<file path="config.mk">
export PLATFORM = sky130hd
export DESIGN_NAME = crc_checked_pcm16_unpack_core_flat
export DESIGN_NICKNAME = d
export VERILOG_FILES = /design/src/ccpu_pkg.sv /design/src/ccpu_if.sv /design/src/crc_checked_pcm16_unpack_core.sv /design/src/ccpu_front.sv /design/src/ccpu_fifo.sv /design/src/ccpu_back.sv /design/src/flat_wrapper.sv
export SDC_FILE = /design/constraint.sdc
export NUM_CORES = 1
export LEC_CHECK = 0
export BUFFER_PORTS_ARGS = -buffer_cell sky130_fd_sc_hd__buf_2
export CAP_MARGIN = 20
export CORE_ASPECT_RATIO = 1.5
export CORE_UTILIZATION = 55
export DETAILED_ROUTE_END_ITERATION = 8
export PLACE_DENSITY = 0.85
export SYNTH_ARGS = -nofsm -noshare
export SYNTH_HDL_FRONTEND = slang
export SYNTH_SLANG_ARGS = --single-unit
export TNS_END_PERCENT = 5
</file>
<file path="constraint.sdc">
create_clock -name clk_i -period 3.7 [get_ports clk_i]
set_input_delay 0.185 -clock clk_i [delete_from_list [all_inputs] [get_ports clk_i]]
set_output_delay 0.185 -clock clk_i [all_outputs]
set_load 0.02 [all_outputs]
</file>
<file path="src/ccpu_pkg.sv">
// Shared constants, types and the CRC byte update for the CRC-checked PCM16 unpacker.
package ccpu_pkg;

  localparam int unsigned CrcW          = 32;
  localparam int unsigned ByteW         = 8;
  localparam int unsigned SampleW       = 16;
  localparam int unsigned SampleTotalW  = 31;
  localparam int unsigned CfgIdxW       = 1;
  localparam int unsigned CfgDataW      = 32;
  localparam int unsigned FifoDepthDflt = 4;

  localparam logic [CrcW-1:0] CrcInit = 32'hFFFF_FFFF;
  localparam logic [CrcW-1:0] CrcPoly = 32'hEDB8_8320;

  // Configuration register indexes
  typedef enum logic [CfgIdxW-1:0] {
    CfgExpectedCrc = 1'b0,
    CfgSampleTotal = 1'b1
  } cfg_reg_e;

  // One classified sample waiting between front and back
  typedef struct packed {
    logic [ByteW-1:0] low_byte;
    logic [ByteW-1:0] high_byte;
    logic             is_last;
    logic             crc_ok;
  } entry_t;

  // Reflected CRC-32, one byte, eight bit steps unrolled
  function automatic logic [CrcW-1:0] crc_byte(input logic [CrcW-1:0] crc,
                                               input logic [ByteW-1:0] data);
    logic [CrcW-1:0] c;
    c = crc ^ {{(CrcW-ByteW){1'b0}}, data};
    for (int k = 0; k < ByteW; k++) begin
      c = (c >> 1) ^ (c[0] ? CrcPoly : '0);
    end
    return c;
  endfunction

endpackage

</file>
<file path="src/ccpu_if.sv">
// Stream interfaces: payload bytes in, decoded samples out.
interface ccpu_byte_if;
  logic                            valid;
  logic                            ready;
  logic [ccpu_pkg::ByteW-1:0]      data_byte;

  modport source (output valid, output data_byte, input ready);
  modport sink   (input valid, input data_byte, output ready);
endinterface

interface ccpu_sample_if;
  logic                              valid;
  logic                              ready;
  logic signed [ccpu_pkg::SampleW-1:0] sample_value;
  logic                              is_last;
  logic                              crc_ok;

  modport source (output valid, output sample_value, output is_last, output crc_ok,
                  input ready);
  modport sink   (input valid, input sample_value, input is_last, input crc_ok,
                  output ready);
endinterface

</file>
<file path="src/crc_checked_pcm16_unpack_core.sv">
// Top level of the CRC-checked PCM16 unpacker.
//
//   port       dir  payload                          per transaction
//   byte_i     in   data_byte[7:0]                   one payload byte
//   sample_o   out  sample_value[15:0] signed,       one sample per two bytes
//                   is_last, crc_ok
//   cfg_*      in   cfg_idx_i, cfg_wdata_i[31:0]     one register write
//
// Takes one byte per cycle while the sample queue has room; the per-byte CRC-32
// update and the sample count compare are combinational in the front end. A sample
// reaches sample_o through the queue write, then the registered queue read.
// Reset clears the CRC to all ones, the byte parity and sample count; no
// clearing pass. byte_i stalls only when the sample queue is full.
module crc_checked_pcm16_unpack_core #(
  parameter int unsigned FifoDepth = ccpu_pkg::FifoDepthDflt
) (
  input  logic                          clk_i,
  input  logic                          rst_ni,
  input  logic                          cfg_we_i,
  input  logic [ccpu_pkg::CfgIdxW-1:0]  cfg_idx_i,
  input  logic [ccpu_pkg::CfgDataW-1:0] cfg_wdata_i,
  ccpu_byte_if.sink                     byte_i,
  ccpu_sample_if.source                 sample_o
);

  logic             push, q_full, pop, head_valid;
  ccpu_pkg::entry_t entry, head;

  ccpu_front u_front (
    .clk_i       (clk_i),
    .rst_ni      (rst_ni),
    .cfg_we_i    (cfg_we_i),
    .cfg_idx_i   (cfg_idx_i),
    .cfg_wdata_i (cfg_wdata_i),
    .byte_i      (byte_i),
    .q_full_i    (q_full),
    .push_o      (push),
    .entry_o     (entry)
  );

  ccpu_fifo #(
    .Depth (FifoDepth)
  ) u_fifo (
    .clk_i   (clk_i),
    .rst_ni  (rst_ni),
    .push_i  (push),
    .entry_i (entry),
    .full_o  (q_full),
    .pop_i   (pop),
    .valid_o (head_valid),
    .head_o  (head)
  );

  ccpu_back u_back (
    .clk_i        (clk_i),
    .rst_ni       (rst_ni),
    .head_valid_i (head_valid),
    .head_i       (head),
    .pop_o        (pop),
    .sample_o     (sample_o)
  );

endmodule

</file>
<file path="src/ccpu_front.sv">
// Front end: takes bytes, runs the CRC, pairs bytes and classifies each sample.
module ccpu_front (
  input  logic                          clk_i,
  input  logic                          rst_ni,
  input  logic                          cfg_we_i,
  input  logic [ccpu_pkg::CfgIdxW-1:0]  cfg_idx_i,
  input  logic [ccpu_pkg::CfgDataW-1:0] cfg_wdata_i,
  ccpu_byte_if.sink                     byte_i,
  input  logic                          q_full_i,
  output logic                          push_o,
  output ccpu_pkg::entry_t              entry_o
);

  logic [ccpu_pkg::CrcW-1:0]         expected_q;
  logic [ccpu_pkg::SampleTotalW-1:0] total_q;
  logic [ccpu_pkg::CrcW-1:0]         crc_q;
  logic                              odd_q;
  logic [ccpu_pkg::SampleTotalW-1:0] pair_cnt_q;
  logic [ccpu_pkg::ByteW-1:0]        low_q;

  logic                              accept;
  logic [ccpu_pkg::CrcW-1:0]         crc_d;
  logic [ccpu_pkg::SampleTotalW:0]   done;
  logic                              last;
  ccpu_pkg::cfg_reg_e                cfg_idx;

  assign byte_i.ready = !q_full_i;
  assign accept       = byte_i.valid && byte_i.ready;
  assign crc_d        = ccpu_pkg::crc_byte(crc_q, byte_i.data_byte);
  assign cfg_idx      = ccpu_pkg::cfg_reg_e'(cfg_idx_i);

  // Samples completed including this one; a zero total behaves as one
  assign done = {1'b0, pair_cnt_q} + {{ccpu_pkg::SampleTotalW{1'b0}}, 1'b1};
  assign last = done >= {1'b0, total_q};

  // A sample leaves on every second byte
  assign push_o            = accept && odd_q;
  assign entry_o.low_byte  = low_q;
  assign entry_o.high_byte = byte_i.data_byte;
  assign entry_o.is_last   = last;
  assign entry_o.crc_ok    = last && ((crc_d ^ ccpu_pkg::CrcInit) == expected_q);

  // Configuration registers
  always_ff @(posedge clk_i or negedge rst_ni) begin
    if (!rst_ni) begin
      expected_q <= '0;
      total_q    <= ccpu_pkg::SampleTotalW'(1);
    end else if (cfg_we_i) begin
      case (cfg_idx)
        ccpu_pkg::CfgExpectedCrc: expected_q <= cfg_wdata_i;
        ccpu_pkg::CfgSampleTotal: total_q    <= cfg_wdata_i[ccpu_pkg::SampleTotalW-1:0];
        default: ;
      endcase
    end
  end

  // Load state: CRC, byte parity, sample count
  always_ff @(posedge clk_i or negedge rst_ni) begin
    if (!rst_ni) begin
      crc_q      <= ccpu_pkg::CrcInit;
      odd_q      <= 1'b0;
      pair_cnt_q <= '0;
    end else if (accept) begin
      if (!odd_q) begin
        crc_q <= crc_d;
        odd_q <= 1'b1;
      end else if (last) begin
        crc_q      <= ccpu_pkg::CrcInit;
        odd_q      <= 1'b0;
        pair_cnt_q <= '0;
      end else begin
        crc_q      <= crc_d;
        odd_q      <= 1'b0;
        pair_cnt_q <= pair_cnt_q + ccpu_pkg::SampleTotalW'(1);
      end
    end
  end

  // Held low byte, no reset needed
  always_ff @(posedge clk_i) begin
    if (accept && !odd_q) begin
      low_q <= byte_i.data_byte;
    end
  end

  a_last_restarts: assert property (@(posedge clk_i) disable iff (!rst_ni)
    push_o && entry_o.is_last |=> crc_q == ccpu_pkg::CrcInit && !odd_q && pair_cnt_q == '0)
    else $error("load state not restarted after last sample");

  a_ok_only_last: assert property (@(posedge clk_i) disable iff (!rst_ni)
    push_o && !entry_o.is_last |-> !entry_o.crc_ok)
    else $error("crc_ok set on a sample that is not last");

endmodule

</file>
<file path="src/ccpu_fifo.sv">
// Short queue of classified samples between front and back.
module ccpu_fifo #(
  parameter int unsigned Depth = ccpu_pkg::FifoDepthDflt
) (
  input  logic             clk_i,
  input  logic             rst_ni,
  input  logic             push_i,
  input  ccpu_pkg::entry_t entry_i,
  output logic             full_o,
  input  logic             pop_i,
  output logic             valid_o,
  output ccpu_pkg::entry_t head_o
);

  localparam int unsigned PtrW = (Depth > 1) ? $clog2(Depth) : 1;
  localparam int unsigned CntW = $clog2(Depth + 1);

  ccpu_pkg::entry_t mem [Depth];
  ccpu_pkg::entry_t rd_data_q;
  logic [PtrW-1:0]  wr_ptr_q, rd_ptr_q;
  logic [CntW-1:0]  count_q;

  assign full_o  = count_q == CntW'(Depth);
  assign valid_o = count_q != '0;
  // head_o is the entry taken by the most recent pop
  assign head_o  = rd_data_q;

  // Storage write
  always_ff @(posedge clk_i) begin
    if (push_i) begin
      mem[wr_ptr_q] <= entry_i;
    end
  end

  // Registered read of the oldest entry on pop
  always_ff @(posedge clk_i) begin
    if (pop_i) begin
      rd_data_q <= mem[rd_ptr_q];
    end
  end

  // Pointers and fill count
  always_ff @(posedge clk_i or negedge rst_ni) begin
    if (!rst_ni) begin
      wr_ptr_q <= '0;
      rd_ptr_q <= '0;
      count_q  <= '0;
    end else begin
      if (push_i) begin
        wr_ptr_q <= (wr_ptr_q == PtrW'(Depth - 1)) ? '0 : wr_ptr_q + PtrW'(1);
      end
      if (pop_i) begin
        rd_ptr_q <= (rd_ptr_q == PtrW'(Depth - 1)) ? '0 : rd_ptr_q + PtrW'(1);
      end
      if (push_i && !pop_i) begin
        count_q <= count_q + CntW'(1);
      end else if (pop_i && !push_i) begin
        count_q <= count_q - CntW'(1);
      end
    end
  end

  a_no_overflow: assert property (@(posedge clk_i) disable iff (!rst_ni)
    push_i |-> !full_o)
    else $error("push into a full queue");

  a_no_underflow: assert property (@(posedge clk_i) disable iff (!rst_ni)
    pop_i |-> valid_o)
    else $error("pop from an empty queue");

  a_count_bound: assert property (@(posedge clk_i) disable iff (!rst_ni)
    count_q <= CntW'(Depth))
    else $error("queue fill count out of range");

endmodule

</file>
<file path="src/ccpu_back.sv">
// Back end: builds the signed sample from the popped entry and tracks output valid.
module ccpu_back (
  input  logic             clk_i,
  input  logic             rst_ni,
  input  logic             head_valid_i,
  input  ccpu_pkg::entry_t head_i,
  output logic             pop_o,
  ccpu_sample_if.source    sample_o
);

  logic out_valid_q;

  // Refill the output register when it is empty or being taken
  assign pop_o = head_valid_i && (!out_valid_q || sample_o.ready);

  // Low byte first: high byte in the upper half
  assign sample_o.valid        = out_valid_q;
  assign sample_o.sample_value = signed'({head_i.high_byte, head_i.low_byte});
  assign sample_o.is_last      = head_i.is_last;
  assign sample_o.crc_ok       = head_i.crc_ok;

  always_ff @(posedge clk_i or negedge rst_ni) begin
    if (!rst_ni) begin
      out_valid_q <= 1'b0;
    end else if (pop_o) begin
      out_valid_q <= 1'b1;
    end else if (sample_o.ready) begin
      out_valid_q <= 1'b0;
    end
  end

endmodule

</file>
<file path="src/flat_wrapper.sv">
// flat-port wrapper written by rule: the top's interface ports become plain ports
module crc_checked_pcm16_unpack_core_flat 
#(
  parameter int unsigned FifoDepth = ccpu_pkg::FifoDepthDflt
)
  (clk_i, rst_ni, cfg_we_i, cfg_idx_i, cfg_wdata_i, byte_i_valid, byte_i_data_byte, byte_i_ready, sample_o_valid, sample_o_sample_value, sample_o_is_last, sample_o_crc_ok, sample_o_ready);
  ccpu_byte_if byte_i_i ();
  ccpu_sample_if sample_o_i ();
  input  logic clk_i;
  input  logic rst_ni;
  input  logic cfg_we_i;
  input  logic [ccpu_pkg::CfgIdxW-1:0] cfg_idx_i;
  input  logic [ccpu_pkg::CfgDataW-1:0] cfg_wdata_i;
  input wire logic [$bits(byte_i_i.valid)-1:0] byte_i_valid;
  input wire logic [$bits(byte_i_i.data_byte)-1:0] byte_i_data_byte;
  output wire logic [$bits(byte_i_i.ready)-1:0] byte_i_ready;
  output wire logic [$bits(sample_o_i.valid)-1:0] sample_o_valid;
  output wire logic [$bits(sample_o_i.sample_value)-1:0] sample_o_sample_value;
  output wire logic [$bits(sample_o_i.is_last)-1:0] sample_o_is_last;
  output wire logic [$bits(sample_o_i.crc_ok)-1:0] sample_o_crc_ok;
  input wire logic [$bits(sample_o_i.ready)-1:0] sample_o_ready;
  assign byte_i_i.valid = byte_i_valid;
  assign byte_i_i.data_byte = byte_i_data_byte;
  assign byte_i_ready = byte_i_i.ready;
  assign sample_o_valid = sample_o_i.valid;
  assign sample_o_sample_value = sample_o_i.sample_value;
  assign sample_o_is_last = sample_o_i.is_last;
  assign sample_o_crc_ok = sample_o_i.crc_ok;
  assign sample_o_i.ready = sample_o_ready;
  crc_checked_pcm16_unpack_core #(.FifoDepth(FifoDepth)) u_core (.clk_i(clk_i), .rst_ni(rst_ni), .cfg_we_i(cfg_we_i), .cfg_idx_i(cfg_idx_i), .cfg_wdata_i(cfg_wdata_i), .byte_i(byte_i_i), .sample_o(sample_o_i));
endmodule
</file>
* Yosys cells after proc, flatten, opt, wreduce, memory -nomap -nowiden
Memories as Yosys holds them, arrays and structs flattened. A register that Yosys moved wholly into a read port is not among the register bits. Index checks and enable logic that the tools add are counted.
Word-level totals: flip-flop bits (word level) 143, bits in writable memories 72, input bits 46, output and inout bits 20, memories kept 1
Memories:
- u_core.u_fifo.mem | words 4, bits a word 18, read ports 1, clocked after memory_dff 1, write ports 1, line ccpu_fifo.sv:18 | ccpu_pkg::entry_t mem [Depth];
Operators by class: $add $sub $neg 6, order comparisons 1, equality and inequality tests 4, muxes and demuxes 20, bitwise operators 11, reductions and logical operators 19
Operators with widths (count):
- $mux 32 | 10
- $xor 31x32->32 | 8
- $add 31x1->32 const B | 1
- $eq 32x32->1 | 1
- $ge 32x31->1 | 1
- $not 32->32 | 1
- $xor 32x8->32 | 1
- $add 31x1->31 const B | 1
- $mux 31 | 1
- $logic_and 1x1->1 | 7
- $mux 3 | 2
- $reduce_and 2->1 | 3
- $logic_not 1->1 | 5
- $mux 1 | 5
- $add 2x1->2 const B | 2
- $eq 2x2->1 const B | 2
- $mux 2 | 2
- $reduce_bool 2->1 | 2
- $add 3x1->3 const B | 1
- $eq 3x3->1 const B | 1
- $reduce_bool 3->1 | 1
- $sub 3x1->3 const B | 1
- $logic_or 1x1->1 | 1
- $not 1->1 | 1

* Logic depth before layout (Yosys ltp)
depth in word-level cells 20, depth in mapped cells 19, mapped depth without buffers 17

* Hierarchy
From an unflattened synthesis, not the netlist that was laid out.
Second synthesis, totals: cell total of the unflattened synthesis 912, area total of the unflattened synthesis 11736.3 um^2
By module, submodules not included:
- ccpu_front | instances 1, cells an instance 741, area an instance 8000.2 um^2
- ccpu_fifo | instances 1, cells an instance 149, area an instance 3557.2 um^2
- ccpu_back | instances 1, cells an instance 22, area an instance 178.9 um^2

* Least setup slack after synthesis
Ideal clock, no wire load.
path kind register to register, from register u_core.u_front.pair_cnt_q[7] in the netlist's numbering, to memory u_core.u_fifo.mem[0][0] in the netlist's numbering (data pin), setup time 206 ps, arrival 3669 ps, required time 3494 ps, slack -175 ps, stages on the path, launching flop included 19, path through dfrtp_1 buf_4 and4_4 nand4_1 or2_1 buf_2 or3_1 buf_2 nor2_4 and3_1 xor2_1 ha_1 nand3_1 nor4_1 nand2_1 o21ai_1 nor2_2 buf_2 nor4_2
RTL lines:
- start: declaration | line ccpu_front.sv:18 | logic [ccpu_pkg::SampleTotalW-1:0] pair_cnt_q;
- start signal: assignment | line ccpu_front.sv:74 | pair_cnt_q <= pair_cnt_q + ccpu_pkg::SampleTotalW'(1);
- end: declaration | line ccpu_fifo.sv:18

* Final worst setup path
from register u_core.u_front.pair_cnt_q[8] in the netlist's numbering, to register u_core.u_front.crc_q[15] in the netlist's numbering
Between the ends: word-level cells in the longest chain between the ends 4
RTL lines:
- $add 31x1->32 | line ccpu_front.sv:33 | assign done = {1'b0, pair_cnt_q} + {{ccpu_pkg::SampleTotalW{1'b0}}, 1'b1};
- $ge 32x31->1 | line ccpu_front.sv:34 | assign last = done >= {1'b0, total_q};
- $mux 32 | line ccpu_front.sv:67 | end else if (last) begin
- $mux 32 | line ccpu_front.sv:64 | if (!odd_q) begin
- end signal: assignment | line ccpu_front.sv:65 | crc_q <= crc_d;
- end signal: assignment | line ccpu_front.sv:68 | crc_q <= ccpu_pkg::CrcInit;
- end signal: assignment | line ccpu_front.sv:72 | crc_q <= crc_d;
- end: declaration | line ccpu_front.sv:16 | logic [ccpu_pkg::CrcW-1:0] crc_q;
Every way passes these cells. A chain may end at the register's enable or synchronous reset.

==> flow_metrics.py <==
metrics = {
    "routing": {
        "antenna_left": 0,
        "via_per_inst": 5.73,
        "num_vias": 7554,
        "wirelength_um": 26400,
        "drtPass1Iterations": 5,
        "post_drt_wl_per_cell_um": 20.0,
        "drc": 0,
        "drt_iter0_drc": 497,
    },
    "logic_synthesis": {
        "synth_edf_count": 98,
        "synthArstFlopShare_pct": 57.9,
        "synth_nets": 967,
        "synth_cells": 882,
        "synth_ff_type": "dfrtp_1",
        "synth_warnings": 0,
        "ys_top_cells_by_count": "dfrtp_1, edfxtp_1, xnor2_1",
        "yosysTopAreaCell": "edfxtp_1",
        "ys_seq_area_share_pct": 55.5,
        "syn_area_um2": 11500,
        "synth.most_common_cell": "dfrtp_1",
        "ys_seq_elements": 233,
        "post_synth.cell_area_avg_um2": 13.0,
        "yosys.area.top_type_share_pct": 25.7,
        "synth.distinct_cells": 58,
        "ys_top_cells_by_area": "edfxtp_1, dfrtp_1, dfstp_2",
    },
    "placed_design": {
        "dp_hpwl_um": 17600,
        "dp_cells": 1227,
        "gp_congestion": 0.899,
        "port_buffers": 65,
    },
    "clock_tree": {
        "cts_buffers": 23,
        "cts.sinks": 233,
        "clkTransAtPathRegs_ns": 0.06,
        "htreeDepth": 1,
        "clk_path_buf_depth": 3,
        "tritoncts": "yes",
        "clock_latency_ns": 0.51,
        "ctsRootBufferMaster": "clkbuf_16",
    },
    "sta": {
        "holdWs_ns": 0.0125,
        "setup_viol": 38,
        "min_period_ns": 3.77,
        "final_max_slew_viol_count": 0,
        "fmax_mhz": 265,
        "fin_skew_ns": 0.0108,
        "hold_violations": 0,
        "setup-tns-final_ns": -1.67,
        "worst_slack_ns": -0.0715,
        "period_share_pct": 102,
        "slew_headroom_pct": 36.0,
        "worstMarginPinSlew_ns": 0.960,
    },
    "status": {
        "outcome": "finished, violations left",
        "violations": "setup timing",
    },
    "critical_path": {
        "reg2reg_from": "u_core.u_front.pair_cnt_q[8]",
        "rrSetupSlack_ns": -0.07,
        "cp_num_buf_inv": 5,
        "max_stage_delay_ns": 0.34,
        "cp.depth": 19,
        "endpoint": "u_core.u_front.crc_q[15]",
        "cp.required_ns": 4.10,
        "arrival_ns": 4.17,
        "crit_type": "flip-flop to flip-flop",
        "crit_chain": "and4_4, nand4_1, buf_4, nor2_4, buf_6, nand2_1, xnor2_1, ha_1, a21o_1, a21o_1, a21oi_1, o211ai_1, a221oi_2, buf_4, o21ai_4, o21ai_4, buf_12, clkbuf_16, a31oi_1",
        "r2r-end": "u_core.u_front.crc_q[15]",
        "reg2regPathDepth": 19,
        "cp-startpoint": "u_core.u_front.pair_cnt_q[8]",
        "critPathSlowestCell": "dfrtp_1",
        "cp_max_fo": 8,
        "critical_path.top_delay_family": "compound AO/OA/AOI/OAI gates",
        "startpoint_type": "flip-flop",
        "endpoint_kind": "flip-flop",
    },
    "cells_and_area": {
        "layoutNonFillerInstCount": 1319,
        "fillers": 1352,
        "post_route_cells_drive_above_1_share_pct": 33.4,
        "area.growth.synth_to_final_pct": 21.9,
        "nets": 1124,
        "antenna_cells": 0,
    },
    "power": {
        "fin_total_pwr_uw": 11500,
        "switching_share_pct": 36.8,
        "power_frac_seq_pct": 34.7,
        "pwr-share-comb_pct": 42.9,
        "vdd_ir_drop_max_mv": 0.456,
        "p_per_area_nw_per_um2": 825,
        "p_switching_uw": 4240,
        "power.leakage_uw": 0.00590,
        "internal-power_uw": 7280,
        "clkPwrFrac_pct": 22.4,
    },
    "die": {
        "die-area_um2": 21400,
        "die_w_um": 120,
        "ioPinCount": 66,
        "core-area_um2": 20400,
        "initial_utilization_pct": 56.1,
        "die_h_um": 179,
        "num_rows": 64,
    },
    "global_route": {
        "grt_pass1_wl_um": 40500,
        "first_global_vias": 7720,
        "grt-ovfl-total": 0,
        "grt_max_degree": 70,
        "antenna_found_initial": 0,
        "gr-usage-all-layers_pct": 24.7,
    },
    "worst_hold_path": {
        "hold_class": "input port to flip-flop",
    },
    "run": {
        "cap_violations": 0,
    },
}
==> metrics by stage <==
step	cell area, um2	worst slack, ns	util (%)
detailed placement	12400	-0.0105	60.9
global placement	12400	0.0787	60.9
CTS	13700	-0.00299	66.9
global route	14000	-0.197	68.4
finish	14000	-0.0715	68.4
floorplan	11500	0.00338	-
==> power groups by stage <==
stage                     Combinational [uW]  Sequential, uW  Clock, uW
after global routing                    5340            4060       2700
after CTS                               4800            3990       2600
final                                   4950            4000       2580
after floorplan                         3560            3990          0
after detailed placement                4680            4030          0
after global placement                  4570            3980          0
==> timing repair <==
action,CTS,global route
endpoints found under the hold margin,132,0
hold buffers,37,0
gates cloned,0,3
endpoints found under the setup margin,11,71
setup buffers,1,10
pin swaps,2,20
resized for setup,5,31
==> final cells by class <==
class                   count  area, um2  share of cell area (%)
well taps                 264        330                    2.37
repair buffers            167       1270                    9.12
flip-flops and latches    233       6360                    45.6
inverters                  40        150                    1.08
clock inverters            17        254                    1.82
multi-input cells         574       5020                    35.9
clock buffers              24        579                    4.15
==> worst min-delay path by stage <==
stage,end,slack [ns],startpoint,cells past startpoint
finish,u_core.u_front.low_q[5],0.01,byte_i_data_byte[5],1
global route,u_core.u_fifo.mem[0][7],0.01,byte_i_data_byte[5],1
CTS,u_core.u_fifo.mem[0][7],0.006,byte_i_data_byte[5],1
detailed placement,u_core.u_front.pair_cnt_q[9],0.23,rst_ni,1
global placement,u_core.u_front.pair_cnt_q[10],0.23,rst_ni,1
floorplan,u_core.u_back.sample_o.valid,-0.11,rst_ni,0
==> layer usage <==
metal / vias up / GRT usage, % / part of all wire [%]
met5: - / 0 / 0
met4: 0 / 13.0 / 5.7
met3: 87 / 2.45 / 4.1
met2: 254 / 46.6 / 54
met1: 3744 / 27.1 / 36
li1: 3469 / - / -
==> cell families (layout without fill, tap and decap cells) <==
logic type	count (synthesis)	count (layout)	share of synthesized area, %
xor+xnor	136	136	12.1
compound gates	118	118	7.16
buf+inv	75	248	2.54
fa+ha+maj	39	39	4.32
simple gates	196	196	8.24
flops	233	233	55.5
mux	85	85	10.1
==> registers in the layout, summed over array words and instances (netlist names) <==
| register | cells |
|---|---|
| u_core.u_fifo.wr_ptr_q | 2 |
| u_core.u_fifo.count_q | 3 |
| u_core.u_back.sample_o.valid | 1 |
| u_core.u_fifo.head_o | 18 |
| u_core.u_front.low_q | 8 |
| u_core.u_front.expected_q | 32 |
| u_core.u_front.pair_cnt_q | 31 |
| u_core.u_front.total_q | 31 |
| u_core.u_front.crc_q | 32 |
| u_core.u_fifo.mem | 72 |
| u_core.u_fifo.rd_ptr_q | 2 |
| u_core.u_front.odd_q | 1 |
==> placed cells by master, fill, tap and decap left out, types with 8 or more instances in the layout <==
cell / synthesis / layout
a21o_1: 17 / 17
dlygate4sd3_1: 0 / 37
nand3_1: 11 / 9
nand2_1: 47 / 47
nand4_1: 13 / 13
xor2_1: 54 / 54
edfxtp_1: 98 / 98
xnor2_1: 68 / 65
mux4_2: 18 / 18
a32o_1: 10 / 9
clkbuf_16: 0 / 25
nor2_1: 64 / 62
dfstp_2: 33 / 33
xnor2_2: 5 / 8
nor3_1: 13 / 11
buf_4: 1 / 57
dfrtp_1: 102 / 102
a21oi_1: 22 / 18
ha_1: 38 / 38
a31oi_1: 24 / 19
buf_2: 5 / 64
inv_1: 39 / 39
o21ai_0: 11 / 9
mux2_2: 66 / 66
No activity file was read; power rests on OpenSTA's default activity.
